===== src/rtl/assert_macros.svh =====
// Assertion macros shared by the divider RTL.
// Depends on nothing; included by the modules that carry assertions.
`ifndef ASSERT_MACROS_SVH
`define ASSERT_MACROS_SVH

// Same-cycle implication, disabled while reset is asserted.
`define ASSERT_IMPLIES(label, clk, rst_n, ante, cons) \
    label: assert property (@(posedge clk) disable iff (!rst_n) (ante) |-> (cons)) \
        else $error("assertion failed: ante -> cons");

// Next-cycle implication, disabled while reset is asserted.
`define ASSERT_NEXT(label, clk, rst_n, ante, cons) \
    label: assert property (@(posedge clk) disable iff (!rst_n) (ante) |=> (cons)) \
        else $error("assertion failed: ante => cons");

// Implication after a fixed number of cycles.
`define ASSERT_DELAY(label, clk, rst_n, ante, dly, cons) \
    label: assert property (@(posedge clk) disable iff (!rst_n) (ante) |-> ##dly (cons)) \
        else $error("assertion failed: ante -> ##dly cons");

`endif


===== src/rtl/idmu_pkg.sv =====
// Types and constants for the pipelined integer divide/modulo unit.
// Depends on nothing; used by every idmu module.
package idmu_pkg;

    // Operand width and pipeline latency (pre stage, one stage per bit, post stage)
    localparam int DATA_W = 32;
    localparam int LAT    = DATA_W + 2;

    // Operation codes on the op port
    localparam logic [1:0] OP_SQUOT  = 2'd0;
    localparam logic [1:0] OP_SREM   = 2'd1;
    localparam logic [1:0] OP_UREM   = 2'd2;
    // No meaning; answered with zero
    localparam logic [1:0] OP_UNUSED = 2'd3;

    // What the post stage delivers
    typedef enum logic [1:0] {
        KIND_ZERO = 2'd0,
        KIND_QUOT = 2'd1,
        KIND_REM  = 2'd2
    } kind_t;

    // Control that travels with each item
    typedef struct packed {
        kind_t kind;
        logic  neg;
    } ctl_t;

    // Datapath word of one divide step
    typedef struct packed {
        logic [DATA_W-1:0] rem;
        logic [DATA_W-1:0] quo;
        logic [DATA_W-1:0] dvs;
    } stage_t;

endpackage


===== src/rtl/idmu_stage.sv =====
// One restoring divide step: shift in a dividend bit, trial subtract, keep a quotient bit.
// Depends on idmu_pkg and assert_macros.svh.
`include "assert_macros.svh"

module idmu_stage (
    input  logic             clk,
    input  logic             rst_n,
    input  logic             valid_in,
    input  idmu_pkg::ctl_t   ctl_in,
    input  idmu_pkg::stage_t data_in,
    output logic             valid_reg,
    output idmu_pkg::ctl_t   ctl_reg,
    output idmu_pkg::stage_t data_reg
);

    localparam int W = idmu_pkg::DATA_W;

    idmu_pkg::stage_t data_next;
    logic [W:0]       shifted;
    logic [W-1:0]     diff;
    logic             ge;

    // Trial subtract of the divisor from the shifted partial remainder
    // (when it fits, the difference is below the divisor, so W bits hold it)
    assign shifted = {data_in.rem, data_in.quo[W-1]};
    assign diff    = shifted[W-1:0] - data_in.dvs;
    assign ge      = (shifted >= {1'b0, data_in.dvs});

    always_comb
    begin
        data_next.dvs = data_in.dvs;
        data_next.quo = {data_in.quo[W-2:0], ge};
        data_next.rem = ge ? diff : shifted[W-1:0];
    end

    // Valid bit
    always_ff @(posedge clk or negedge rst_n)
    begin
        if (!rst_n)
        begin
            valid_reg <= 1'b0;
        end
        else
        begin
            valid_reg <= valid_in;
        end
    end

    // Payload, no reset
    always_ff @(posedge clk)
    begin
        ctl_reg  <= ctl_in;
        data_reg <= data_next;
    end

    // Partial remainder stays below a nonzero divisor
    `ASSERT_IMPLIES(a_rem_below_dvs, clk, rst_n, valid_reg && (data_reg.dvs != '0), data_reg.rem < data_reg.dvs)
    // Valid bit moves one stage per cycle
    `ASSERT_NEXT(a_valid_moves, clk, rst_n, valid_in, valid_reg)

endmodule


===== config.mk =====
export PLATFORM = sky130hd
export DESIGN_NAME = idmu_stage
export DESIGN_NICKNAME = d
export VERILOG_FILES = /design/src/rtl/idmu_pkg.sv /design/src/rtl/idmu_stage.sv
export VERILOG_INCLUDE_DIRS = /design/src /design/src/rtl
export SDC_FILE = /design/constraint.sdc
export NUM_CORES = 1
export LEC_CHECK = 0
export ABC_AREA = 1
export BUFFER_PORTS_ARGS = -buffer_cell sky130_fd_sc_hd__clkbuf_2
export CAP_MARGIN = 20
export CORE_MARGIN = 10
export CORE_UTILIZATION = 53
export CTS_CLUSTER_DIAMETER = 60
export CTS_CLUSTER_SIZE = 40
export DETAILED_ROUTE_END_ITERATION = 10
export PLACE_DENSITY = 0.83
export SLEW_MARGIN = 0
export SYNTH_ARGS = -nofsm -noshare
export SYNTH_HDL_FRONTEND = slang
export SYNTH_SLANG_ARGS = --single-unit
export TNS_END_PERCENT = 5

===== constraint.sdc =====
create_clock -name clk -period 1.1 [get_ports clk]
set_clock_uncertainty 0.15 [all_clocks]
set_input_delay 0.055 -clock clk [delete_from_list [all_inputs] [get_ports clk]]
set_output_delay 0.055 -clock clk [all_outputs]
set_load 0.02 [all_outputs]

==> results of run 1 <==
-- cells in the mapped netlist (all sizes together) --
library cell / n / area, sq um
o21ai: 2 / 10.0
xnor2: 1 / 8.76
and2: 8 / 50.1
nand3b: 10 / 75.1
dfxtp: 99 / 1980
nor2: 40 / 170
nor3: 8 / 50.1
nand4: 2 / 12.5
dfrtp: 1 / 25.0
nand2: 282 / 1090
o21bai: 1 / 7.51
inv: 152 / 571
ha: 32 / 400
fa: 1 / 20.0
nand3: 68 / 420
or2: 1 / 6.26
xor2: 13 / 114
a21oi: 21 / 105
buf: 10 / 81.3
-- logic make-up after synthesis --
family	count (synthesis)	share of synthesized area (%)
xor gates and xnor gates	14	2.36
adders and majority gates	33	8.08
DFF	100	38.6
and+or+nand+nor	419	36.1
buffers and inverters	162	12.5
AOI/OAI and AO/OA	24	2.36
-- metrics by stage --
step | TNS (ns) | hold slack [ns] | worst slack, ns | cell area, sq um | util (%)
after global placement | -24.17 | -0.321 | -0.768 | 7520 | 77.7
after detailed placement | -25.84 | -0.319 | -0.829 | 7520 | 77.7
after CTS | -9.02 | -0.217 | -0.315 | 9160 | 94.6
after floorplan | -15.00 | -0.391 | -0.469 | 5650 | -
-- timing repair --
| action | CTS |
|---|---|
| resized for setup | 94 |
| endpoints found under the setup margin | 44 |
| buffers inserted | 15 |
| gates cloned | 2 |
| endpoints found under the hold margin | 100 |
| hold buffers | 99 |
| pin swaps | 33 |
==> results.sh, run 1 <==
export IMPL_status="aborted with a tool error"
export IMPL_haltStage="global routing (5_1_grt)"
export IMPL_first_error="[ERROR DPL-0038] Utilization greater than 100%, impossible to legalize"
export IMPL_placed_cells=1173
export IMPL_synth_warnings=0
export IMPL_synth_fp_nets=887
export IMPL_die_h_microns=119
export IMPL_synth_distinct_cells=30
export IMPL_clockBufferDepth=2
export IMPL_grt_max_degree=31
export IMPL_clock_sinks=100
export IMPL_synth_seq_area_share_pct=38.6
export IMPL_h_tree_depth=3
export IMPL_worstEndpointType="register input"
export IMPL_root_buffer="clkbuf_8"
export IMPL_netlist_instances=752
export IMPL_grt_repair_worst_endpoint="data_reg[80]$_DFF_P_/D"
export IMPL_ios=202
export IMPL_hpwlAfterDp_microns=14000
export IMPL_die_w_microns=119
export IMPL_port_buffers=201
export IMPL_rows=36
export IMPL_syn_avg_cell_area_sq_um=6.92
export IMPL_ys_seq_elements=100
export IMPL_start_util_pct=53.7
export IMPL_place_gp_congestion=0.903
export IMPL_numCtsBuffers=9
export IMPL_syn_area_sq_um=5200
==> run 2, diff against run 1 <==
--- a/config.mk
+++ b/config.mk
@@ -10,11 +10,9 @@
 export BUFFER_PORTS_ARGS = -buffer_cell sky130_fd_sc_hd__clkbuf_2
 export CAP_MARGIN = 20
 export CORE_MARGIN = 10
-export CORE_UTILIZATION = 53
-export CTS_CLUSTER_DIAMETER = 60
-export CTS_CLUSTER_SIZE = 40
+export CORE_UTILIZATION = 40
 export DETAILED_ROUTE_END_ITERATION = 10
-export PLACE_DENSITY = 0.83
+export PLACE_DENSITY_LB_ADDON = 0.15
 export SLEW_MARGIN = 0
 export SYNTH_ARGS = -nofsm -noshare
 export SYNTH_HDL_FRONTEND = slang
==> run 2 against run 1 <==
  * The flow now finishes, with violations (negative hold slack, negative setup slack)
  * Synthesized cell count is the same
  * Area after synthesis did not move
==> results.sh, run 2 <==
export IMPL_clockBufferDepth=2
export IMPL_grt_pass1_vias=6107
export IMPL_h_tree_depth=3
export IMPL_peakVddDrop_mv=1.07
export IMPL_root_buffer="clkbuf_16"
export IMPL_whs_path_depth=5
export IMPL_rsz0062_at_grt="yes"
export IMPL_ys_seq_elements=100
export IMPL_die_w_microns=134
export IMPL_wire_per_inst_microns=15.3
export IMPL_netlist_instances=752
export IMPL_finalWorstSetupSlack_ns=-0.367
export IMPL_area_delta_synth_final_pct=90.3
export IMPL_synth_warnings=0
export IMPL_final_max_slew_viol_count=0
export IMPL_die_area_sq_um=18000
export IMPL_rows=41
export IMPL_largest_register_ffs=96
export IMPL_swShare_pct=35.1
export IMPL_crit_arrival_ns=1.57
export IMPL_synth_top_area_share_pct=38.1
export IMPL_violations="negative hold slack, negative setup slack"
export IMPL_ios=202
export IMPL_synth_distinct_cells=30
export IMPL_grt_pass1_wl_microns=30800
export IMPL_port_buffers=201
export IMPL_drt_iter0_drc=302
export IMPL_antenna_found_initial=0
export IMPL_critical_path_top_delay_family="simple AND/OR/NAND/NOR gates"
export IMPL_powerDensity_nw_per_um2=1190
export IMPL_p_total_uw=11800
export IMPL_grt_use_total_pct=21.1
export IMPL_syn_area_sq_um=5200
export IMPL_grt_max_degree=28
export IMPL_stdcell_count=1356
export IMPL_hold_violations=2
export IMPL_leakage_uw=0.00530
export IMPL_clock_sinks=100
export IMPL_antenna_cells=0
export IMPL_hold_start="data_in[94]"
export IMPL_period_minus_slack_ns=1.47
export IMPL_period_share_pct=133
export IMPL_maxSlewHeadroom_pct=81.3
export IMPL_hpwlAfterDp_microns=13900
export IMPL_synth_flop_cell="dfxtp_1"
export IMPL_die_h_microns=134
export IMPL_fillers=903
export IMPL_final_common_cell="nand2_1"
export IMPL_p_clk_share_pct=27.1
export IMPL_cts_tree="built"
export IMPL_seq_power_share_pct=34.8
export IMPL_path_cells="clkbuf_2 -> inv_2 -> ha_4 -> nand2_4 -> buf_4 -> nor2_1 -> nand3_1 -> nand3_2 -> nand2_1 -> nand2_1 -> nand2_1 -> nand3_2 -> nand2_1"
export IMPL_critPathMaxFanout=4
export IMPL_hold_path_class="primary input to flop"
export IMPL_worstMarginPinSlew_ns=0.280
export IMPL_via_per_inst=4.58
export IMPL_mostFrequentLayoutCells="196 x nand2_1, 187 x clkbuf_2, 110 x inv_1, 107 x buf_4, 103 x dlygate4sd3_1"
export IMPL_grt_overflow=0
export IMPL_wl_microns=20700
export IMPL_drive_above_1_share_pct=48.4
export IMPL_start_util_pct=41.0
export IMPL_place_gp_congestion=0.923
export IMPL_whs_ns=-0.0123
export IMPL_status="finished, violations left"
export IMPL_cpMaxStageDelayCell="ha_4"
export IMPL_cpMostUsedCell="nand2_1"
export IMPL_synth_common_cells="276 x nand2_1, 149 x inv_1, 99 x dfxtp_1"
export IMPL_worstSetupPathType="primary input to flop"
export IMPL_synth_seq_area_share_pct=38.6
export IMPL_ant_nets=0
export IMPL_post_route_drc_count=0
export IMPL_maxCapViolations=0
export IMPL_utilization_pct=78.1
export IMPL_synth_area_leaders="dfxtp_1 38%, nand2_1 20%, inv_1 11%"
export IMPL_cp_required_ns=1.21
export IMPL_critPathBufInv=3
export IMPL_crit_start="data_in[9]"
export IMPL_coreArea_sq_um=12700
export IMPL_hold_end="data_reg[95]$_DFF_P_"
export IMPL_internal_power_uw=7630
export IMPL_vias=6206
export IMPL_drtPass1Iterations=5
export IMPL_synth_fp_nets=887
export IMPL_yosysTopAreaCell="dfxtp_1"
export IMPL_fmaxAchievable_ghz=0.682
export IMPL_post_synth_top_count_cell="nand2_1"
export IMPL_synth_async_reset_ratio_pct=1.00
export IMPL_syn_avg_cell_area_sq_um=6.92
export IMPL_synth_edff_count=0
export IMPL_comb_power_share_pct=38.1
export IMPL_start_kind="primary input"
export IMPL_fin_nets=1314
export IMPL_cpPeakStageDelay_ns=0.29
export IMPL_switchingPower_uw=4130
export IMPL_placed_cells=1212
export IMPL_numCtsBuffers=9
export IMPL_setup_viol=35
export IMPL_end_kind="flop"
export IMPL_place_ws_ns=-0.801
export IMPL_clkSlewWorstSetupHoldPaths_ns=0.07
run 2: cell counts after synthesis:
Identical to the previous run, type by type.
run 2: cells by family after synthesis:
group | share of synthesized area (%)
AOI/OAI and AO/OA | 2.36
xor gates and xnor gates | 2.36
adders and majority gates | 8.08
buffers and inverters | 12.5
DFF | 38.6
and+or+nand+nor | 36.1
run 2: power by group through the flow:
| stage | sequential [uW] | clock [uW] | combinational (uW) |
|---|---|---|---|
| 2_1_floorplan | 4640 | 0 | 1560 |
| 3_3_place_gp | 4160 | 0 | 3450 |
| 3_5_place_dp | 4160 | 0 | 3470 |
| 4_1_cts | 4080 | 3240 | 3870 |
| 5_1_grt | 4120 | 3360 | 4850 |
| 6_report | 4090 | 3180 | 4480 |
run 2: area by class of cell:
| class | count | area [sq um] | share of cell area [%] |
|---|---|---|---|
| repair buffers | 426 | 3180 | 32.1 |
| well taps | 172 | 215 | 2.17 |
| inverters | 152 | 586 | 5.92 |
| clock buffers | 10 | 229 | 2.31 |
| clock inverters | 6 | 57.6 | 0.582 |
| flip-flops and latches | 100 | 2010 | 20.3 |
| multi-input cells | 490 | 3630 | 36.6 |
run 2: layer usage:
layer	global-route usage [%]	up-vias	wire, microns
met5	0	-	0
met4	5.32	0	278
met3	6.72	24	1660
met2	36.1	217	10100
met1	25.1	2843	8630
li1	-	3122	-
run 2: through the flow:
stage,TNS (ns),instance area (sq um)
after global placement,-24.08,7570
final,-11.31,9900
after floorplan,-15.00,5650
after detailed placement,-24.94,7570
after CTS,-9.70,9030
after global routing,-13.59,9900
run 2: worst max-delay path by stage:
| stage | to | slack (ns) | cells past startpoint |
|---|---|---|---|
| 2_1_floorplan | data_reg[88]$_DFF_P_ | -0.47 | 15 |
| 5_1_grt | data_reg[82]$_DFF_P_ | -0.46 | 12 |
| 3_5_place_dp | data_reg[86]$_DFF_P_ | -0.80 | 15 |
| 6_report | data_reg[82]$_DFF_P_ | -0.37 | 13 |
| 4_1_cts | data_reg[83]$_DFF_P_ | -0.32 | 13 |
| 3_3_place_gp | data_reg[86]$_DFF_P_ | -0.78 | 15 |
run 2: repair_timing:
action,CTS,global route
gates resized for setup,50,198
setup endpoints to repair,33,39
pin swaps,15,76
hold buffers,103,0
setup buffers,2,21
hold endpoints to repair,100,0
gates cloned,0,2
No activity file was read; power rests on OpenSTA's default activity.
