[src/rtl/assert_macros.svh]
// Assertion macros shared by the divider RTL.
// Depends on nothing; included by the modules that carry assertions.
`ifndef ASSERT_MACROS_SVH
`define ASSERT_MACROS_SVH

// Same-cycle implication, disabled while reset is asserted.
`define ASSERT_IMPLIES(label, clk, rst_n, ante, cons) \
    label: assert property (@(posedge clk) disable iff (!rst_n) (ante) |-> (cons)) \
        else $error("assertion failed: ante -> cons");

// Next-cycle implication, disabled while reset is asserted.
`define ASSERT_NEXT(label, clk, rst_n, ante, cons) \
    label: assert property (@(posedge clk) disable iff (!rst_n) (ante) |=> (cons)) \
        else $error("assertion failed: ante => cons");

// Implication after a fixed number of cycles.
`define ASSERT_DELAY(label, clk, rst_n, ante, dly, cons) \
    label: assert property (@(posedge clk) disable iff (!rst_n) (ante) |-> ##dly (cons)) \
        else $error("assertion failed: ante -> ##dly cons");

`endif

[src/rtl/idmu_pkg.sv]
// Types and constants for the pipelined integer divide/modulo unit.
// Depends on nothing; used by every idmu module.
package idmu_pkg;

    // Operand width and pipeline latency (pre stage, one stage per bit, post stage)
    localparam int DATA_W = 32;
    localparam int LAT    = DATA_W + 2;

    // Operation codes on the op port
    localparam logic [1:0] OP_SQUOT  = 2'd0;
    localparam logic [1:0] OP_SREM   = 2'd1;
    localparam logic [1:0] OP_UREM   = 2'd2;
    // No meaning; answered with zero
    localparam logic [1:0] OP_UNUSED = 2'd3;

    // What the post stage delivers
    typedef enum logic [1:0] {
        KIND_ZERO = 2'd0,
        KIND_QUOT = 2'd1,
        KIND_REM  = 2'd2
    } kind_t;

    // Control that travels with each item
    typedef struct packed {
        kind_t kind;
        logic  neg;
    } ctl_t;

    // Datapath word of one divide step
    typedef struct packed {
        logic [DATA_W-1:0] rem;
        logic [DATA_W-1:0] quo;
        logic [DATA_W-1:0] dvs;
    } stage_t;

endpackage

[src/rtl/idmu_post.sv]
// Result stage: picks quotient, remainder or zero, restores the sign, drives the strobe.
// Depends on idmu_pkg.
module idmu_post (
    input  logic                        clk,
    input  logic                        rst_n,
    input  logic                        valid_in,
    input  idmu_pkg::ctl_t              ctl_in,
    input  idmu_pkg::stage_t            data_in,
    output logic                        done_reg,
    output logic [idmu_pkg::DATA_W-1:0] result_reg
);

    localparam int W = idmu_pkg::DATA_W;

    logic [W-1:0] mag;
    logic [W-1:0] result_next;

    // Select and sign restore
    always_comb
    begin
        mag = data_in.quo;
        case (ctl_in.kind)
            idmu_pkg::KIND_QUOT: mag = data_in.quo;
            idmu_pkg::KIND_REM:  mag = data_in.rem;
            default:             mag = '0;
        endcase
        result_next = ctl_in.neg ? (~mag + {{(W-1){1'b0}}, 1'b1}) : mag;
    end

    // Strobe
    always_ff @(posedge clk or negedge rst_n)
    begin
        if (!rst_n)
        begin
            done_reg <= 1'b0;
        end
        else
        begin
            done_reg <= valid_in;
        end
    end

    // Result payload, no reset
    always_ff @(posedge clk)
    begin
        result_reg <= result_next;
    end

endmodule

[config.mk]
export PLATFORM = sky130hd
export DESIGN_NAME = idmu_post
export DESIGN_NICKNAME = d
export VERILOG_FILES = /design/src/rtl/assert_macros.svh /design/src/rtl/idmu_pkg.sv /design/src/rtl/idmu_post.sv
export SDC_FILE = /design/constraint.sdc
export NUM_CORES = 1
export LEC_CHECK = 0
export BUFFER_PORTS_ARGS = -buffer_cell sky130_fd_sc_hd__buf_2
export CAP_MARGIN = 20
export CORE_AREA = 4 4 74 76
export CTS_CLUSTER_DIAMETER = 100
export DETAILED_ROUTE_END_ITERATION = 10
export DIE_AREA = 0 0 78 80
export PLACE_DENSITY = 0.79
export SLEW_MARGIN = 40
export SYNTH_ARGS = -nofsm -noshare
export SYNTH_HDL_FRONTEND = slang
export SYNTH_SLANG_ARGS = --single-unit
[constraint.sdc]
create_clock -name clk -period 0.8 [get_ports clk]
set_input_delay 0.04 -clock clk [delete_from_list [all_inputs] [get_ports clk]]
set_output_delay 0.04 -clock clk [all_outputs]
set_load 0.02 [all_outputs]
==> metrics.md, run 1 <==
| Metric | Value |
|---|---|
| FF+latch area | 689 um2 |
| Area of the multi-input gates | 0.00175 mm2 |
| Grt total ovfl | 0 |
| Clock transition at path regs | 0.08 ns |
| Starting Density | 0.412 |
| WP buf/inv | 6 |
| Vias in the first global route | 2879 |
| CTS tree | done |
| Site Rows | 25 |
| Fin util | 0.908 |
| Vias per cell | 5.98 |
| Tot GR Track Use | 0.302 |
| Initial DRC count | 297 |
| CP max-delay cell | nor4_4 |
| Busiest grt layer | met2 |
| Setup TNS | -27.20 ns |
| Max Cap Viol | 0 |
| Sequential area share after synthesis | 0.342 |
| Final Cycle Share | 2.36 |
| Slew HR | 0.657 |
| Gate Count Post-Synth | 216 |
| Syn Area/Cell | 9.01 um2 |
| Critical path peak fanout | 7 |
| N_diodes | 0 |
| Setup CP Type | input pin to flip-flop |
| Total power per unit cell area | 1800 mW/mm2 |
| Yosys reg bits | 33 |
| Routed length per instance | 24.2 um |
| Cell area after synthesis | 0.00195 mm2 |
| Initial antenna violation count | 0 |
| Die Ht | 80 um |
| Chip width | 78 um |
| Met1 usage | 0.334 |
| FMAX | 530 MHz |
| Critical path arrival | 2.09 ns |
| ANT nets after route | 0 |
| CTS root buffer | clkbuf_8 |
| Core area | 0.00472 mm2 |
| Final setup vio count | 38 |
| CP top delay family | buffers and inverters |
| Tightest Hold Check Type | input pin to asynchronous set/reset pin |
| Final nets | 520 |
| Fillcell total | 166 |
| Outcome | finished, violations left |
| Gp weighted congestion | 0.837 |
| Met2 usage | 0.508 |
| # H-tree levels | 2 |
| First-pass GRT wire length | 14500 um |
| Critical Path RT | 1.01 ns |
| Total power draw | 0.00772 W |
| Leading cell types in the layout, fill and taps excluded | buf_4 (93), buf_2 (68), buf_6 (38) |
| Crit path time final | 1.89 ns |
| Die area | 0.00624 mm2 |
| Post-DP HPWL | 5120 um |
| Least-Margin Pin Slew | 0.514 ns |
| Failing checks | setup timing |
| DR vias | 2887 |
| DRC viols | 0 |
| Synth-to-Final Area Change | 120% |
| First-pass iteration count of the detailed router | 5 |
| Yosys warnings | 0 |
| Pleak | 1.91 nW |
| Final hold viol count | 0 |
| Placement Setup Slack | -1.29 ns |
| Commonest non-fill, non-tap cell in the layout | buf_4 |
| Inserted Clock Buffers | 5 |
| Max reg flops | 32 |
| Maximum vdd drop | 1.14 mV |
| Most Frequent Cell on Critical Path | buf_6 |
| Setup WS post-layout | -1.09 ns |
| RSZ-0062 raised after global routing | true |
| IO buf count | 102 |
| Top Ports | 135 |
| Setup crit end kind | flip-flop |
| Layout cells sized above 1 | 0.760 |
| Clock Path Buffers | 2 |
| Type of origin of the critical path | input pin |
| Distinct cells, synth | 31 |
| Post-Syn Nets | 321 |
| Clock Sinks | 33 |
| Max incr delay on CP | 0.35 ns |
| Largest net degree at the start of global routing | 17 |
| Post-Route WL | 11700 um |
| Max Slew Vio Count | 0 |
| CP cell instances | buf_8 > inv_8 > ha_4 > buf_6 > buf_6 > a22oi_4 > a41oi_4 > buf_6 > nor4_4 > buf_6 > a41oi_4 > xor2_1 |
| Global routing usage on met3 | 0.0756 |
==> Yosys cell counts (all sizes together) <==
library cell	n	area, um2
a21oi	6	30.0
o21ai	7	35.0
a22oi	32	273
ha	3	37.5
dfrtp	1	25.0
or3	2	12.5
or2	3	18.8
nor2	38	143
nor3	5	30.0
a41oi	10	106
nor4	3	48.8
o41ai	2	32.5
o31ai	5	42.5
a31oi	10	62.6
clkbuf	4	15.0
buf	11	86.3
inv	9	33.8
dfxtp	32	641
xnor2	16	140
nand2	3	11.3
xor2	14	123
==> worst paths after layout <==
| check | from | cells after the start | endpoint |
|---|---|---|---|
| max in group asynchronous | rst_n | 2 | done_reg |
| setup / recovery | ctl_in[1] | 12 | result_reg[26] |
| hold / removal | rst_n | 2 | done_reg |
| min in group clk | data_in[63] | 4 | result_reg[31] |
==> routing by layer <==
| layer | wire [um] | vias up |
|---|---|---|
| met5 | 0 | - |
| met3 | 1040 | 82 |
| li1 | - | 1192 |
| met2 | 5600 | 251 |
| met4 | 749 | 0 |
| met1 | 4290 | 1362 |
==> cell families after synthesis <==
kind of cell               count (synthesis)  share of synthesized area
AOI/OAI and AO/OA                         72                      0.299
xor gates and xnor gates                  30                      0.135
adders and majority gates                  3                     0.0193
buffers and inverters                     24                     0.0694
DFF                                       33                      0.342
and+or+nand+nor                           54                      0.136
==> repair_timing <==
action,in CTS,in global routing
hold buffers,2,0
setup buffers,28,14
setup endpoints to repair,46,61
pin swaps,43,23
resized for setup,86,82
endpoints found under the hold margin,2,0
==> metrics by stage <==
step	hold WS, ns	area (um2)	instances
after global placement	-0.185	3140	434
after CTS	0.0454	3890	471
after global routing	0.0585	4290	483
after detailed placement	-0.184	3140	434
after floorplan	-0.256	2180	216
final	0.0669	4290	483
==> power by group <==
part / switching [W] / internal, W / leakage (nW)
registers: 0.000129 / 0.00195 / 0.283
logic: 0.00210 / 0.00187 / 1.57
clock network: 0.000666 / 0.00102 / 0.0585
==> layout make-up <==
type                       count  share of cell area
multi-input combinational    159               0.409
timing repair buffer         207               0.373
sequential                    33               0.161
clock buffer                   7              0.0201
tap                           67              0.0195
inverter                       9              0.0102
clock inverter                 1             0.00700
No activity file was read; power rests on OpenSTA's default activity.
==> inputs of run 2 (changes only) <==
--- a/config.mk
+++ b/config.mk
@@ -7,10 +7,10 @@
 export LEC_CHECK = 0
 export BUFFER_PORTS_ARGS = -buffer_cell sky130_fd_sc_hd__buf_2
 export CAP_MARGIN = 20
-export CORE_AREA = 4 4 74 76
+export CORE_AREA = 2 2 72 74
 export CTS_CLUSTER_DIAMETER = 100
 export DETAILED_ROUTE_END_ITERATION = 10
-export DIE_AREA = 0 0 78 80
+export DIE_AREA = 0 0 74 76
 export PLACE_DENSITY = 0.79
 export SLEW_MARGIN = 40
 export SYNTH_ARGS = -nofsm -noshare
==> run 2 against run 1 <==
Effect of this change: the run still ends with setup timing left; flip-flop and latch count did not move; core utilization fell by 6.9 points; combinational power fell by 8.3%; critical endpoint is now result_reg[13]; largest cell class unchanged; highest routed layer unchanged.
==> metrics.md, run 2 (synthesis gave the netlist of run 1 again) <==
| Metric | Value |
|---|---|
| Outcome | finished, violations left |
| Failing checks | setup timing |
| Clock share of power | 0.209 |
| Post-DP HPWL | 4780 um |
| Chip width | 74 um |
| RSZ-0062 raised after global routing | true |
| Leading cell types in the layout, fill and taps excluded | buf_4 (78), buf_2 (72), nor2_1 (33) |
| Pleak | 1.83 nW |
| Die area | 0.00562 mm2 |
| FMAX | 573 MHz |
| Largest net degree at the start of global routing | 17 |
| Clock Sinks | 33 |
| Setup WS post-layout | -0.946 ns |
| Die Ht | 76 um |
| Combinational power share | 0.505 |
| Final nets | 507 |
| Least-Margin Pin Slew | 0.531 ns |
| Global routing usage on met3 | 0.0608 |
| Area of the multi-input gates | 0.00166 mm2 |
| Max Slew Vio Count | 0 |
| Synth-to-Final Area Change | 112% |
| DR vias | 2730 |
| Busiest grt layer | met2 |
| Setup crit end kind | flip-flop |
| Fillcell total | 244 |
| Clock Path Buffers | 2 |
| CP cell instances | buf_12 > inv_8 > ha_4 > buf_6 > buf_6 > a22oi_2 > nor2_2 > or3_4 > o31ai_1 > xnor2_1 |
| Maximum vdd drop | 1.05 mV |
| Inserted Clock Buffers | 5 |
| CTS root buffer | clkbuf_8 |
| Max reg flops | 32 |
| Met1 usage | 0.332 |
| Reg power frac | 0.285 |
| Final Cycle Share | 2.18 |
| Slew HR | 0.646 |
| Most Frequent Cell on Critical Path | buf_6 |
| Tightest Hold Check Type | input pin to asynchronous set/reset pin |
| N_diodes | 0 |
| CP max-delay cell | or3_4 |
| Initial DRC count | 341 |
| Critical path peak fanout | 6 |
| Final setup vio count | 41 |
| Starting Density | 0.396 |
| Tot GR Track Use | 0.280 |
| Total power per unit cell area | 1740 mW/mm2 |
| # H-tree levels | 2 |
| Type of origin of the critical path | input pin |
| Top Ports | 135 |
| Critical path arrival | 1.97 ns |
| CP top delay family | compound AO/OA/AOI/OAI gates |
| Grt total ovfl | 0 |
| Vias in the first global route | 2483 |
| Final hold viol count | 0 |
| Int Power | 0.00446 W |
| Initial antenna violation count | 0 |
| Site Rows | 26 |
| Layout cells sized above 1 | 0.739 |
| Critical Path RT | 1.02 ns |
| Vias per cell | 5.77 |
| Setup CP Type | input pin to flip-flop |
| First-pass GRT wire length | 12100 um |
| Clock transition at path regs | 0.08 ns |
| Final hold slack | 0.0825 ns |
| Core area | 0.00491 mm2 |
| Met2 usage | 0.465 |
| ANT nets after route | 0 |
| Max incr delay on CP | 0.41 ns |
| Switching share of power | 0.379 |
| Max Cap Viol | 0 |
| Psw | 0.00272 W |
| IO buf count | 102 |
| WP buf/inv | 4 |
| CTS tree | done |
| Routed length per instance | 21.9 um |
| CP startpoint | ctl_in[1] |
| DRC viols | 0 |
| Crit path time final | 1.75 ns |
| Post-Route WL | 10400 um |
| Gp weighted congestion | 0.886 |
| Fin util | 0.839 |
| Total power draw | 0.00718 W |
| FF+latch area | 683 um2 |
| First-pass iteration count of the detailed router | 5 |
| Commonest non-fill, non-tap cell in the layout | buf_4 |
[run 2: what timing repair did]
item	CTS	global route
hold buffers	2	0
gates cloned	2	0
endpoints found under the hold margin	2	0
pin swaps	16	30
setup buffers	6	10
resized for setup	57	84
endpoints found under the setup margin	41	58
[run 2: final cells by class]
type	count	share of cell area
multi-input cells	159	0.402
repair buffers	194	0.375
flip-flops and latches	33	0.166
clock buffers	7	0.0234
well taps	70	0.0213
inverters	9	0.0106
clock inverters	1	0.00121
[run 2: power groups by stage]
| stage | clock [W] | sequential [W] | combinational (W) |
|---|---|---|---|
| after global routing | 0.00154 | 0.00207 | 0.00375 |
| after detailed placement | 0 | 0.00200 | 0.00250 |
| after CTS | 0.00143 | 0.00198 | 0.00287 |
| after floorplan | 0 | 0.00236 | 0.00115 |
| after global placement | 0 | 0.00201 | 0.00245 |
| final | 0.00150 | 0.00205 | 0.00363 |
[run 2: worst paths after layout]
path | endpoint | slack [ns] | cells after the start
max | result_reg[13] | -0.95 | 10
min | done_reg | 0.08 | 2
max in group asynchronous | done_reg | 0.63 | 2
min in group clk | result_reg[31] | 0.10 | 4
[run 2: metrics by stage]
step                area, um2  cells  setup slack (ns)  setup TNS (ns)
global route             4120    473            -0.983          -25.31
detailed placement       3230    445             -1.26          -34.99
CTS                      3700    463            -0.806          -21.00
floorplan                2180    216             -1.06          -27.05
finish                   4120    473            -0.946          -24.40
global placement         3230    445             -1.18          -32.53
[run 2: layer usage]
layer,routed length (um),share of wire
met3,949,0.092
met1,3780,0.37
met4,702,0.068
met2,4920,0.48
met5,0,0
