`src/rtl/assert_macros.svh`:
```
// Assertion macros shared by the divider RTL.
// Depends on nothing; included by the modules that carry assertions.
`ifndef ASSERT_MACROS_SVH
`define ASSERT_MACROS_SVH

// Same-cycle implication, disabled while reset is asserted.
`define ASSERT_IMPLIES(label, clk, rst_n, ante, cons) \
    label: assert property (@(posedge clk) disable iff (!rst_n) (ante) |-> (cons)) \
        else $error("assertion failed: ante -> cons");

// Next-cycle implication, disabled while reset is asserted.
`define ASSERT_NEXT(label, clk, rst_n, ante, cons) \
    label: assert property (@(posedge clk) disable iff (!rst_n) (ante) |=> (cons)) \
        else $error("assertion failed: ante => cons");

// Implication after a fixed number of cycles.
`define ASSERT_DELAY(label, clk, rst_n, ante, dly, cons) \
    label: assert property (@(posedge clk) disable iff (!rst_n) (ante) |-> ##dly (cons)) \
        else $error("assertion failed: ante -> ##dly cons");

`endif

```
`src/rtl/idmu_pkg.sv`:
```
// Types and constants for the pipelined integer divide/modulo unit.
// Depends on nothing; used by every idmu module.
package idmu_pkg;

    // Operand width and pipeline latency (pre stage, one stage per bit, post stage)
    localparam int DATA_W = 32;
    localparam int LAT    = DATA_W + 2;

    // Operation codes on the op port
    localparam logic [1:0] OP_SQUOT  = 2'd0;
    localparam logic [1:0] OP_SREM   = 2'd1;
    localparam logic [1:0] OP_UREM   = 2'd2;
    // No meaning; answered with zero
    localparam logic [1:0] OP_UNUSED = 2'd3;

    // What the post stage delivers
    typedef enum logic [1:0] {
        KIND_ZERO = 2'd0,
        KIND_QUOT = 2'd1,
        KIND_REM  = 2'd2
    } kind_t;

    // Control that travels with each item
    typedef struct packed {
        kind_t kind;
        logic  neg;
    } ctl_t;

    // Datapath word of one divide step
    typedef struct packed {
        logic [DATA_W-1:0] rem;
        logic [DATA_W-1:0] quo;
        logic [DATA_W-1:0] dvs;
    } stage_t;

endpackage

```
`src/rtl/idmu_pre.sv`:
```
// Operand conditioning stage: magnitudes, sign of the result, special cases.
// Depends on idmu_pkg.
module idmu_pre (
    input  logic                        clk,
    input  logic                        rst_n,
    input  logic                        start,
    input  logic [1:0]                  op,
    input  logic [idmu_pkg::DATA_W-1:0] dividend,
    input  logic [idmu_pkg::DATA_W-1:0] divisor,
    output logic                        valid_reg,
    output idmu_pkg::ctl_t              ctl_reg,
    output idmu_pkg::stage_t            data_reg
);

    localparam int W = idmu_pkg::DATA_W;

    idmu_pkg::ctl_t   ctl_next;
    idmu_pkg::stage_t data_next;
    logic             a_neg;
    logic             b_neg;
    logic [W-1:0]     a_mag;
    logic [W-1:0]     b_mag;

    // Two's complement magnitudes
    assign a_neg = dividend[W-1];
    assign b_neg = divisor[W-1];
    assign a_mag = a_neg ? (~dividend + {{(W-1){1'b0}}, 1'b1}) : dividend;
    assign b_mag = b_neg ? (~divisor + {{(W-1){1'b0}}, 1'b1}) : divisor;

    // Decode operation; zero divisor and the unused code give zero
    always_comb
    begin
        ctl_next.kind  = idmu_pkg::KIND_ZERO;
        ctl_next.neg   = 1'b0;
        data_next.rem  = '0;
        data_next.quo  = a_mag;
        data_next.dvs  = b_mag;
        case (op)
            idmu_pkg::OP_SQUOT:
            begin
                ctl_next.kind = idmu_pkg::KIND_QUOT;
                ctl_next.neg  = a_neg ^ b_neg;
            end
            idmu_pkg::OP_SREM:
            begin
                ctl_next.kind = idmu_pkg::KIND_REM;
                ctl_next.neg  = a_neg;
            end
            idmu_pkg::OP_UREM:
            begin
                ctl_next.kind = idmu_pkg::KIND_REM;
                data_next.quo = dividend;
                data_next.dvs = divisor;
            end
            default:
            begin
                ctl_next.kind = idmu_pkg::KIND_ZERO;
            end
        endcase
        if (divisor == '0)
        begin
            ctl_next.kind = idmu_pkg::KIND_ZERO;
        end
    end

    // Valid bit
    always_ff @(posedge clk or negedge rst_n)
    begin
        if (!rst_n)
        begin
            valid_reg <= 1'b0;
        end
        else
        begin
            valid_reg <= start;
        end
    end

    // Payload, no reset
    always_ff @(posedge clk)
    begin
        ctl_reg  <= ctl_next;
        data_reg <= data_next;
    end

endmodule

```
`config.mk`:
```
export PLATFORM = sky130hd
export DESIGN_NAME = idmu_pre
export DESIGN_NICKNAME = d
export VERILOG_FILES = /design/src/rtl/assert_macros.svh /design/src/rtl/idmu_pkg.sv /design/src/rtl/idmu_pre.sv
export SDC_FILE = /design/constraint.sdc
export NUM_CORES = 1
export LEC_CHECK = 0
export BUFFER_PORTS_ARGS = -buffer_cell sky130_fd_sc_hd__buf_2
export CORE_AREA = 2 2 107 109
export CTS_CLUSTER_SIZE = 30
export DETAILED_ROUTE_END_ITERATION = 6
export DIE_AREA = 0 0 109 111
export PLACE_DENSITY = 0.61
export SLEW_MARGIN = 5
export SYNTH_ARGS = -nofsm -noshare
export SYNTH_HDL_FRONTEND = slang
export SYNTH_SLANG_ARGS = --single-unit
```
`constraint.sdc`:
```
create_clock -name clk -period 0.8 [get_ports clk]
set_clock_uncertainty 0.15 [all_clocks]
set_input_delay 0.16 -clock clk [delete_from_list [all_inputs] [get_ports clk]]
set_output_delay 0.16 -clock clk [all_outputs]
set_load 0.005 [all_outputs]
```
==> results.md, run 1 <==
* Class of the most critical setup path: input pin to flip-flop
* Hold crit path type: input pin to flip-flop
* CP required at 0.85 ns
* Initial Utilization at 28.8%
* Synth cell types at 37
* Remaining DRCs at 0
* IO Port Bufs at roughly 140
* PD cells at 1600 nW/µm²
* Cell taking the most area after synthesis: dfxtp_1
* CTS Buffer Depth at 2
* WL per Instance at 14.8 µm
* Worst-path fanout max at 4
* Share of the synthesized area in the top cell type at 42.1%
* Synth warn at 0
* GPL Wtd Cong at a little under 0.9
* Vias in the first global route at 3475
* DP Worst Slack at -1.09 ns
* Die ar. at 12100 µm²
* Number of synthesized register bits at 68
* GRT overflow at 0
* Post-DRT Antenna Nets at 0
* Reg clk slew, reported paths at 0.05 ns
* Die Y at 111 µm
* Most frequent cells in the layout: 104 x buf_2, 88 x buf_4, 57 x buf_6
* Final worst-path cycle share at 192%
* Syn_area_per_cell at about 10 µm²
* Hold Fails Final Rpt at 23
* Routed vias at 3369
* Initial antenna violation count at 0
* Startpoint Class: input pin
* Setup ws final at -0.737 ns
* Via/cell ratio at roughly 4.6
* Max cap viols at 0
* Share of cells above drive strength 1 at 63.5%
* Fmax at roughly 0.65 GHz
* CTS Buf Count at 9
* Synthesized area at around 3200 µm²
* Chip width at 109 µm
* Layout area overhead at 90.9%
* Clock sinks at 68
* Antenna Cells at 0
* Hold-fix buffers at CTS at 3
* Failing checks: negative hold slack, negative setup slack
* Status: finished with violations
* Max reg flops at 64
* Slew Limit Fails at 0
* Synth Instances at about 330
* Drt pass-1 iters at 4
* GRT Total Usage at 17.7%
* Most common cell after layout, fill and taps aside: buf_2
* Register area share after synthesis at between 40% and 50%
* Root buffer cell: clkbuf_16
* Final Power at 9.75 mW
* WP data arrival at 1.58 ns
* Nets at 668
* Ranking of synthesized cells by area: dfxtp_1 42%, xor2_1 12%, buf_4 7.5%
* Endpoint kind of the worst setup timing path: flip-flop
* Final WL at approximately 11 mm
* Final min period at 1.54 ns
* Peak VDD IR at 0.000755 V
* Worst hold slack at -0.0992 ns
* Io pins at about 170
* Pin count of the biggest net entering global routing at 13
* Rows at 39
* Final setup vio count at 132
* Filler Cell Count at slightly below 1000
* CTS H-tree lvls at 3
* CTS tree: done
* Hpwl dp at ~7.6 mm
* RSZ-0062 raised after global routing: yes
* Drt first-iter violations at 69
* P_leak at 2.81 nW
* First-pass GRT wire length at 16.6 mm
* Core area at 11100 µm²
## timing repair
action / CTS / global route
resized for setup: 107 / 44
pin swaps: 40 / 15
hold endpoints to repair: 35 / 24
endpoints found under the setup margin: 132 / 132
setup buffers: 15 / 1
gates cloned: 7 / 0
## synth_stat cells
master / count
a21oi_1: 15
a22o_1: 1
a31oi_1: 20
a41oi_1: 2
and2_1: 1
and4_1: 1
and4b_1: 2
buf_4: 32
clkbuf_1: 6
conb_1: 1
dfrtp_1: 1
dfxtp_1: 67
ha_1: 6
inv_1: 9
nand2_1: 6
nand2b_1: 5
nand3_1: 2
nand4_1: 1
nor2_1: 26
nor2b_1: 2
nor3_1: 12
nor4_1: 13
nor4_2: 1
nor4_4: 2
nor4b_1: 1
nor4b_4: 2
o21a_1: 2
o21ai_0: 7
o31a_1: 2
o31ai_1: 5
o41ai_1: 3
or2_2: 2
or3_1: 3
or4_1: 5
or4_4: 3
xnor2_1: 16
xor2_1: 43
## per-layer routing
metal / part of all wire [%] / track usage, % / up-vias
met5: 0 / 0 / -
met4: 1.2 / 5.98 / 0
met3: 8.8 / 5.76 / 11
met2: 52 / 31.8 / 147
met1: 38 / 19.2 / 1578
li1: - / - / 1633
## cell families after synthesis
kind of cell             after synthesis  synth area share (%)
adder cells (fa/ha/maj)                6                  2.36
buffers and inverters                 47                  9.30
XOR/XNOR                              59                  16.2
AO/OA/AOI/OAI                         57                  11.2
other                                  1                 0.118
flip-flops                            68                  42.9
AND/OR/NAND/NOR                       90                  17.9
## worst max-delay path, cell delays in order
cell     delay, ns
buf_6         0.10
or4_4         0.60
nor4_4        0.31
buf_4         0.16
a31oi_1       0.09
xor2_1        0.16
## worst paths after layout
| kind | cells after the start | slack, ns | from | end |
|---|---|---|---|---|
| max | 6 | -0.74 | dividend[3] | data_reg[54] |
| min | 2 | -0.1 | dividend[29] | data_reg[61] |
| min in group asynchronous | 2 | -0.01 | rst_n | valid_reg |
| max in group asynchronous | 2 | 0.43 | rst_n | valid_reg |
## metrics by stage
step	util, %	area (µm²)	cells	setup TNS [ns]
floorplan	-	3630	359	-41.32
global placement	44.8	4960	703	-54.98
detailed placement	44.8	4960	703	-55.78
CTS	53.2	5890	739	-48.94
global route	54.9	6080	740	-53.37
finish	54.9	6080	740	-49.23
## report_power, final
part / total [mW] / internal, mW / switching [mW]
sequential: 3.94 / 3.81 / 0.126
combinational: 2.38 / 1.30 / 1.07
clock: 3.43 / 2.06 / 1.37
## cell type report
class	count	area [µm²]	area share (%)
clock buffer	12	236	3.89
clock inverter	3	15.0	0.247
inverter	9	46.3	0.761
multi-input combinational	249	2270	37.3
sequential	68	1400	23.0
tap	143	179	2.94
timing repair buffer	256	1940	31.9
Power figures use the tool's default switching activity.
==> inputs of run 2 (changes only) <==
--- a/config.mk
+++ b/config.mk
@@ -15,3 +15,4 @@
 export SYNTH_ARGS = -nofsm -noshare
 export SYNTH_HDL_FRONTEND = slang
 export SYNTH_SLANG_ARGS = --single-unit
+export TNS_END_PERCENT = 50
==> run 2 against run 1 <==
  * The run still ends with negative hold slack, negative setup slack left
  * Critical path type unchanged
  * Wire length increased by 1.6%
  * Sequential power about the same
  * Critical endpoint is now data_reg[57]
  * Global-route usage about the same
  * Count of clock-buffer cells in the layout decreased by 2
  * Cell count increased by 0.68%
  * Worst setup slack got worse by 0.0068 ns
  * Total power increased by 9.5%
  * Via count increased by 1.9%
  * Clock power increased by 26%
  * First-iteration DRC count increased by 55%
  * Sequential share of layout area decreased by 0.67 points
==> results.md, run 2 (same netlist as run 1, synthesis figures left out) <==
* Status: finished with violations
* Failing checks: negative hold slack, negative setup slack
* WL per Instance at 15.0 µm (+0.87%)
* Top Usage Layer GRT: met2
* Reg power frac at 36.6% (-3.8 points)
* Worst-path cell chain: buf_6, or4_4, nor4b_4, buf_6, a31oi_1, xor2_1
* Worst-path fanout max at 9 (+5)
* Drt pass-1 iters at 4 (unchanged)
* Filler Cell Count at 945 (-4.0%)
* Most common cell after layout, fill and taps aside: buf_2
* Fin util at 56.1% (+1.2 points)
* Final setup TNS at -49.51 ns (-0.280 ns)
* Root buffer cell: clkbuf_16
* Io pins at 169 (unchanged)
* Power share of the combinational group at 22.8% (-1.6 points)
* Met2 usage in global routing at 32.0% (+0.12 points)
* Clock sinks at 68 (unchanged)
* CTS tree: done
* Crit-path most repeated cell: buf_6
* Via/cell ratio at 4.61 (+1.2%)
* Most frequent cells in the layout: 106 x buf_2, 101 x buf_4, 51 x dfxtp_1
* RSZ-0062 raised after global routing: yes
* IO Port Bufs at 136 (unchanged)
* Die ar. at 12100 µm² (unchanged)
* Post-DRT Antenna Nets at 0 (unchanged)
* Final setup vio count at 133 (+0.76%)
* Finished Layout Cells at 745 (+0.68%)
* Hold path cells at 2 (unchanged)
* Reg clk slew, reported paths at 0.06 ns (about the same)
* Max cap viols at 0 (unchanged)
* Switching Share at 25.6% (-0.80 points)
* Remaining DRCs at 0 (unchanged)
* Crit-path leading delay family: simple AND/OR/NAND/NOR gates
* Worst hold slack at -0.125 ns (-0.0256 ns)
* Chip width at 109 µm (unchanged)
* Sw Pwr at 2.73 mW (+6.2%)
* Hold Fails Final Rpt at 22 (-4.3%)
* DP Worst Slack at -1.28 ns (-0.185 ns)
* Rows at 39 (unchanged)
* Final Cell Area at 6210 µm² (+2.1%)
* Hold crit path type: input pin to flip-flop
* Peak VDD IR at 0.00120 V (+59%)
* Fmax at 0.648 GHz (-0.44%)
* P_leak at 2.88 nW (+2.5%)
* WP data arrival at 1.60 ns (+0.02 ns)
* CP required at 0.85 ns (about the same)
* Setup ws final at -0.744 ns (-0.00684 ns)
* Hpwl dp at 7.39 mm (-2.6%)
* Routed vias at 3434 (+1.9%)
* Layout area overhead at 94.9%
* Die Y at 111 µm (unchanged)
* Placed Cells incl. Taps at 707 (+0.57%)
* Class of the most critical setup path: input pin to flip-flop
* Antenna Cells at 0 (unchanged)
* Share of cells above drive strength 1 at 63.1% (-0.36 points)
* Slowest-stage cell, CP: or4_4
* PD cells at 1720 nW/µm² (+7.3%)
* Min-delay src: divisor[5]
* Pin count of the biggest net entering global routing at 13 (unchanged)
* CTS Buffer Depth at 2 (unchanged)
* First-pass GRT wire length at 16.7 mm (+0.33%)
* Final min period at 1.54 ns (+0.00684 ns)
* CTS Buf Count at 9 (unchanged)
* Relative slew slack at 63.2%
* Final worst-path cycle share at 193% (+0.86 points)
* Internal power at 7.95 mW (+11%)
* Endpoint kind of the worst setup timing path: flip-flop
* Core area at 11100 µm² (unchanged)
* Final Power at 10.7 mW (+9.5%)
* GPL Wtd Cong at 0.820 (-5.5%)
* Slowest stage delay, CP at 0.57 ns (-0.03 ns)
* Clock share of power at 40.6% (+5.4 points)
* Met1 usage at 19.1% (-0.12 points)
* GRT overflow at 0 (unchanged)
* Final WL at 11.2 mm (+1.6%)
* GRT Total Usage at 17.7% (about the same)
* Max reg flops at 64 (unchanged)
* Bufs and invs on worst path at 2 (unchanged)
* Vias in the first global route at 3438 (-1.1%)
* Hold Path End: data_reg[5]
* Nets at 672 (+0.60%)
* Slew Limit Fails at 0 (unchanged)
* Post-DP Area at 4790 µm² (-3.4%)
* CTS H-tree lvls at 3 (unchanged)
* Startpoint Class: input pin
* Initial Utilization at 28.8% (unchanged)
* Initial antenna violation count at 0 (unchanged)
* Hold-fix buffers at CTS at 3 (unchanged)
* Grt met3 use at 4.70% (-1.1 points)
* Drt first-iter violations at 107 (+55%)
* Worst-Margin Slew at roughly 0.55 ns
-- run 2: power groups by stage --
stage / clock network, mW / registers, mW / logic [mW]
after floorplan: 0 / 4.00 / 0.683
after global placement: 0 / 3.94 / 1.80
after detailed placement: 0 / 3.95 / 1.81
after CTS: 4.42 / 3.88 / 2.28
after global routing: 4.59 / 3.93 / 2.63
final: 4.33 / 3.91 / 2.43
-- run 2: layer usage --
layer  up-vias  part of all wire [%]
met5         -                     0
met2       165                    52
met4         0                   2.2
li1       1639                     -
met3        23                   7.9
met1      1607                    38
-- run 2: how the worst max path moves through the flow --
| stage | start | end | cells after the start |
|---|---|---|---|
| 6_report | dividend[10] | data_reg[57] | 6 |
| 5_1_grt | dividend[10] | data_reg[57] | 6 |
| 4_1_cts | divisor[10] | data_reg[28] | 6 |
| 3_5_place_dp | dividend[26] | data_reg[62] | 6 |
| 3_3_place_gp | dividend[22] | data_reg[63] | 6 |
| 2_1_floorplan | dividend[10] | data_reg[57] | 4 |
-- run 2: area by class of cell --
| type | count | area (µm²) | area share (%) |
|---|---|---|---|
| multi-input combinational | 244 | 2240 | 36.0 |
| clock inverter | 6 | 87.6 | 1.41 |
| tap | 143 | 179 | 2.88 |
| clock buffer | 10 | 239 | 3.85 |
| sequential | 68 | 1390 | 22.3 |
| inverter | 9 | 36.3 | 0.584 |
| timing repair buffer | 265 | 2050 | 33.0 |
-- run 2: repair_timing --
item | in CTS | in global routing
gates resized for setup | 139 | 46
endpoints found under the setup margin | 132 | 133
buffers inserted | 13 | 3
pin swaps | 41 | 17
cloned | 5 | 0
endpoints found under the hold margin | 43 | 25
==> inputs of run 3 (changes only) <==
--- a/config.mk
+++ b/config.mk
@@ -11,6 +11,7 @@
 export DETAILED_ROUTE_END_ITERATION = 6
 export DIE_AREA = 0 0 109 111
 export PLACE_DENSITY = 0.61
+export REMOVE_ABC_BUFFERS = 1
 export SLEW_MARGIN = 5
 export SYNTH_ARGS = -nofsm -noshare
 export SYNTH_HDL_FRONTEND = slang
==> run 3 against run 2 <==
  * The flow still finishes with violations (negative hold slack, negative setup slack)
  * Utilization rose by 1.2 points
  * Via count about the same
  * Count of clock-buffer cells in the layout grew 2
  * Total power down 6.0%
  * Combinational power hardly changed
  * Sequential power hardly changed
  * First-iteration DRC count decreased by 0.93%
  * Non-clock buffer count increased by 7
  * Worst hold slack improved by 0.0088 ns
  * Sequential cell count is the same
  * Largest cell class unchanged
==> results.md, run 3 (same netlist as run 1, synthesis figures left out) <==
* Status: finished with violations
* Finished Layout Cells at 750 (+0.67%)
* Class of the most critical setup path: input pin to flip-flop
* CTS tree: done
* Post-DRT Antenna Nets at 0 (unchanged)
* Area occupied by multi-input gates at 2330 µm² (+4.4%)
* Worst hold slack at -0.116 ns (+0.00883 ns)
* Clock share of power at 36.9% (-3.7 points)
* Seq. cell area at 1390 µm² (unchanged)
* Final setup TNS at -50.53 ns (-1.02 ns)
* Remaining DRCs at 0 (unchanged)
* WP data arrival at 1.61 ns (about the same)
* P_leak at 2.90 nW (+0.93%)
* Max cap viols at 0 (unchanged)
* Crit-path most repeated cell: buf_6
* Chip width at 109 µm (unchanged)
* PD cells at 1580 nW/µm² (-7.9%)
* First-pass GRT wire length at 16.7 mm (+0.29%)
* Io pins at 169 (unchanged)
* Hold Fails Final Rpt at 22 (unchanged)
* Internal power at 7.43 mW (-6.5%)
* GRT Total Usage at 17.8% (+0.093 points)
* Startpoint Class: input pin
* Die ar. at 12100 µm² (unchanged)
* Layout area overhead at 98.9%
* Most common cell after layout, fill and taps aside: buf_2
* RSZ-0062 raised after global routing: yes
* Slew Limit Fails at 0 (unchanged)
* Filler Cell Count at 928 (-1.8%)
* Slowest-stage cell, CP: or4_4
* Peak VDD IR at 0.000845 V (-29%)
* WL met3 at 928 µm (+5.7%)
* Hpwl dp at 7.45 mm (+0.77%)
* Most frequent cells in the layout: 107 x buf_2, 97 x buf_4, 53 x buf_6
* WL per Instance at 14.8 µm (-0.97%)
* Bufs and invs on worst path at 2 (unchanged)
* Setup ws final at -0.755 ns (-0.0102 ns)
* Sw Pwr at 2.61 mW (-4.5%)
* Fmax at 0.643 GHz (-0.66%)
* Reg power frac at 39.0% (+2.4 points)
* Reg clk slew, reported paths at 0.05 ns (about the same)
* DRT met1 WL at 4.12 mm (-2.1%)
* IO Port Bufs at 136 (unchanged)
* Final min period at 1.55 ns (+0.0102 ns)
* Final worst-path cycle share at 194% (+1.3 points)
* Final WL at 11.1 mm (-0.30%)
* Routed vias at 3432 (-0.058%)
* CP required at 0.86 ns (about the same)
* Endpoint kind of the worst setup timing path: flip-flop
* Switching Share at 26.0% (+0.40 points)
* Antenna Cells at 0 (unchanged)
* Max reg flops at 64 (unchanged)
* Placed Cells incl. Taps at 705 (-0.28%)
* Final setup vio count at 132 (-0.75%)
* Die Y at 111 µm (unchanged)
* Nets at 679 (+1.0%)
* Clock sinks at 68 (unchanged)
* Worst-path cell chain: buf_6, or4_4, nor4b_4, buf_6, a31oi_2, xor2_1
* Via/cell ratio at 4.58 (-0.72%)
* Initial Utilization at 28.8% (unchanged)
* Drt first-iter violations at 106 (-0.93%)
* Initial antenna violation count at 0 (unchanged)
* GPL Wtd Cong at 0.824 (+0.49%)
* Share of cells above drive strength 1 at 64.1% (+0.96 points)
* WL met2 at 5.83 mm (+0.15%)
* Worst-path fanout max at 5 (-4)
* Crit-path leading delay family: simple AND/OR/NAND/NOR gates
* CTS Buffer Depth at 2 (unchanged)
* CTS H-tree lvls at 3 (unchanged)
* Failing checks: negative hold slack, negative setup slack
* Top layer in use: met4
* GRT overflow at 0 (unchanged)
* Vias in the first global route at 3492 (+1.6%)
* Hold-fix buffers at CTS at 4 (+1)
* CTS Buf Count at 9 (unchanged)
* Pin count of the biggest net entering global routing at 13 (unchanged)
* Core area at 11100 µm² (unchanged)
* Slowest stage delay, CP at 0.57 ns (about the same)
* Hold crit path type: input pin to flip-flop
* Power share of the combinational group at 24.2% (+1.4 points)
* Drt pass-1 iters at 4 (unchanged)
* Root buffer cell: clkbuf_16
* Rows at 39 (unchanged)
-- run 3: worst paths after layout --
path                             start           end  slack (ns)  cells past startpoint
max in group asynchronous        rst_n     valid_reg        0.43                      2
min in group asynchronous        rst_n     valid_reg       -0.01                      2
setup / recovery           dividend[9]  data_reg[59]       -0.75                      6
hold / removal              divisor[5]   data_reg[5]       -0.12                      2
-- run 3: per-layer routing --
metal  global-route usage [%]  vias up
met5                        0        -
met4                     8.29        0
met3                     4.35       20
met2                     32.6      149
met1                     18.7     1606
li1                         -     1657
-- run 3: per-stage QoR --
stage	total power, mW	worst slack [ns]	cell area [µm²]	utilization, %	hold WS, ns
floorplan	4.55	-0.968	3040	-	-0.286
global placement	5.69	-1.15	4700	42.4	-0.216
global route	10.5	-0.807	6340	57.2	-0.122
CTS	9.89	-0.723	5900	53.3	-0.131
detailed placement	5.72	-1.14	4700	42.4	-0.215
finish	10.0	-0.755	6340	57.2	-0.116
-- run 3: final cells by class --
cell class | instances | area share, %
clock buffer | 12 | 4.20
timing repair buffer | 272 | 33.3
multi-input combinational | 244 | 36.8
inverter | 9 | 0.888
tap | 143 | 2.82
clock inverter | 2 | 0.158
sequential | 68 | 21.9
-- run 3: timing repair --
item	in CTS	in global routing
endpoints found under the setup margin	132	132
buffers inserted	12	13
pin swaps	43	38
cloned	4	0
endpoints found under the hold margin	34	19
gates resized for setup	157	75
-- run 3: power groups by stage --
stage | Sequential [mW] | Clock, mW | Combinational [mW]
finish | 3.91 | 3.70 | 2.43
CTS | 3.88 | 3.80 | 2.21
global route | 3.94 | 3.93 | 2.62
floorplan | 4.00 | 0 | 0.545
global placement | 3.94 | 0 | 1.75
detailed placement | 3.95 | 0 | 1.78
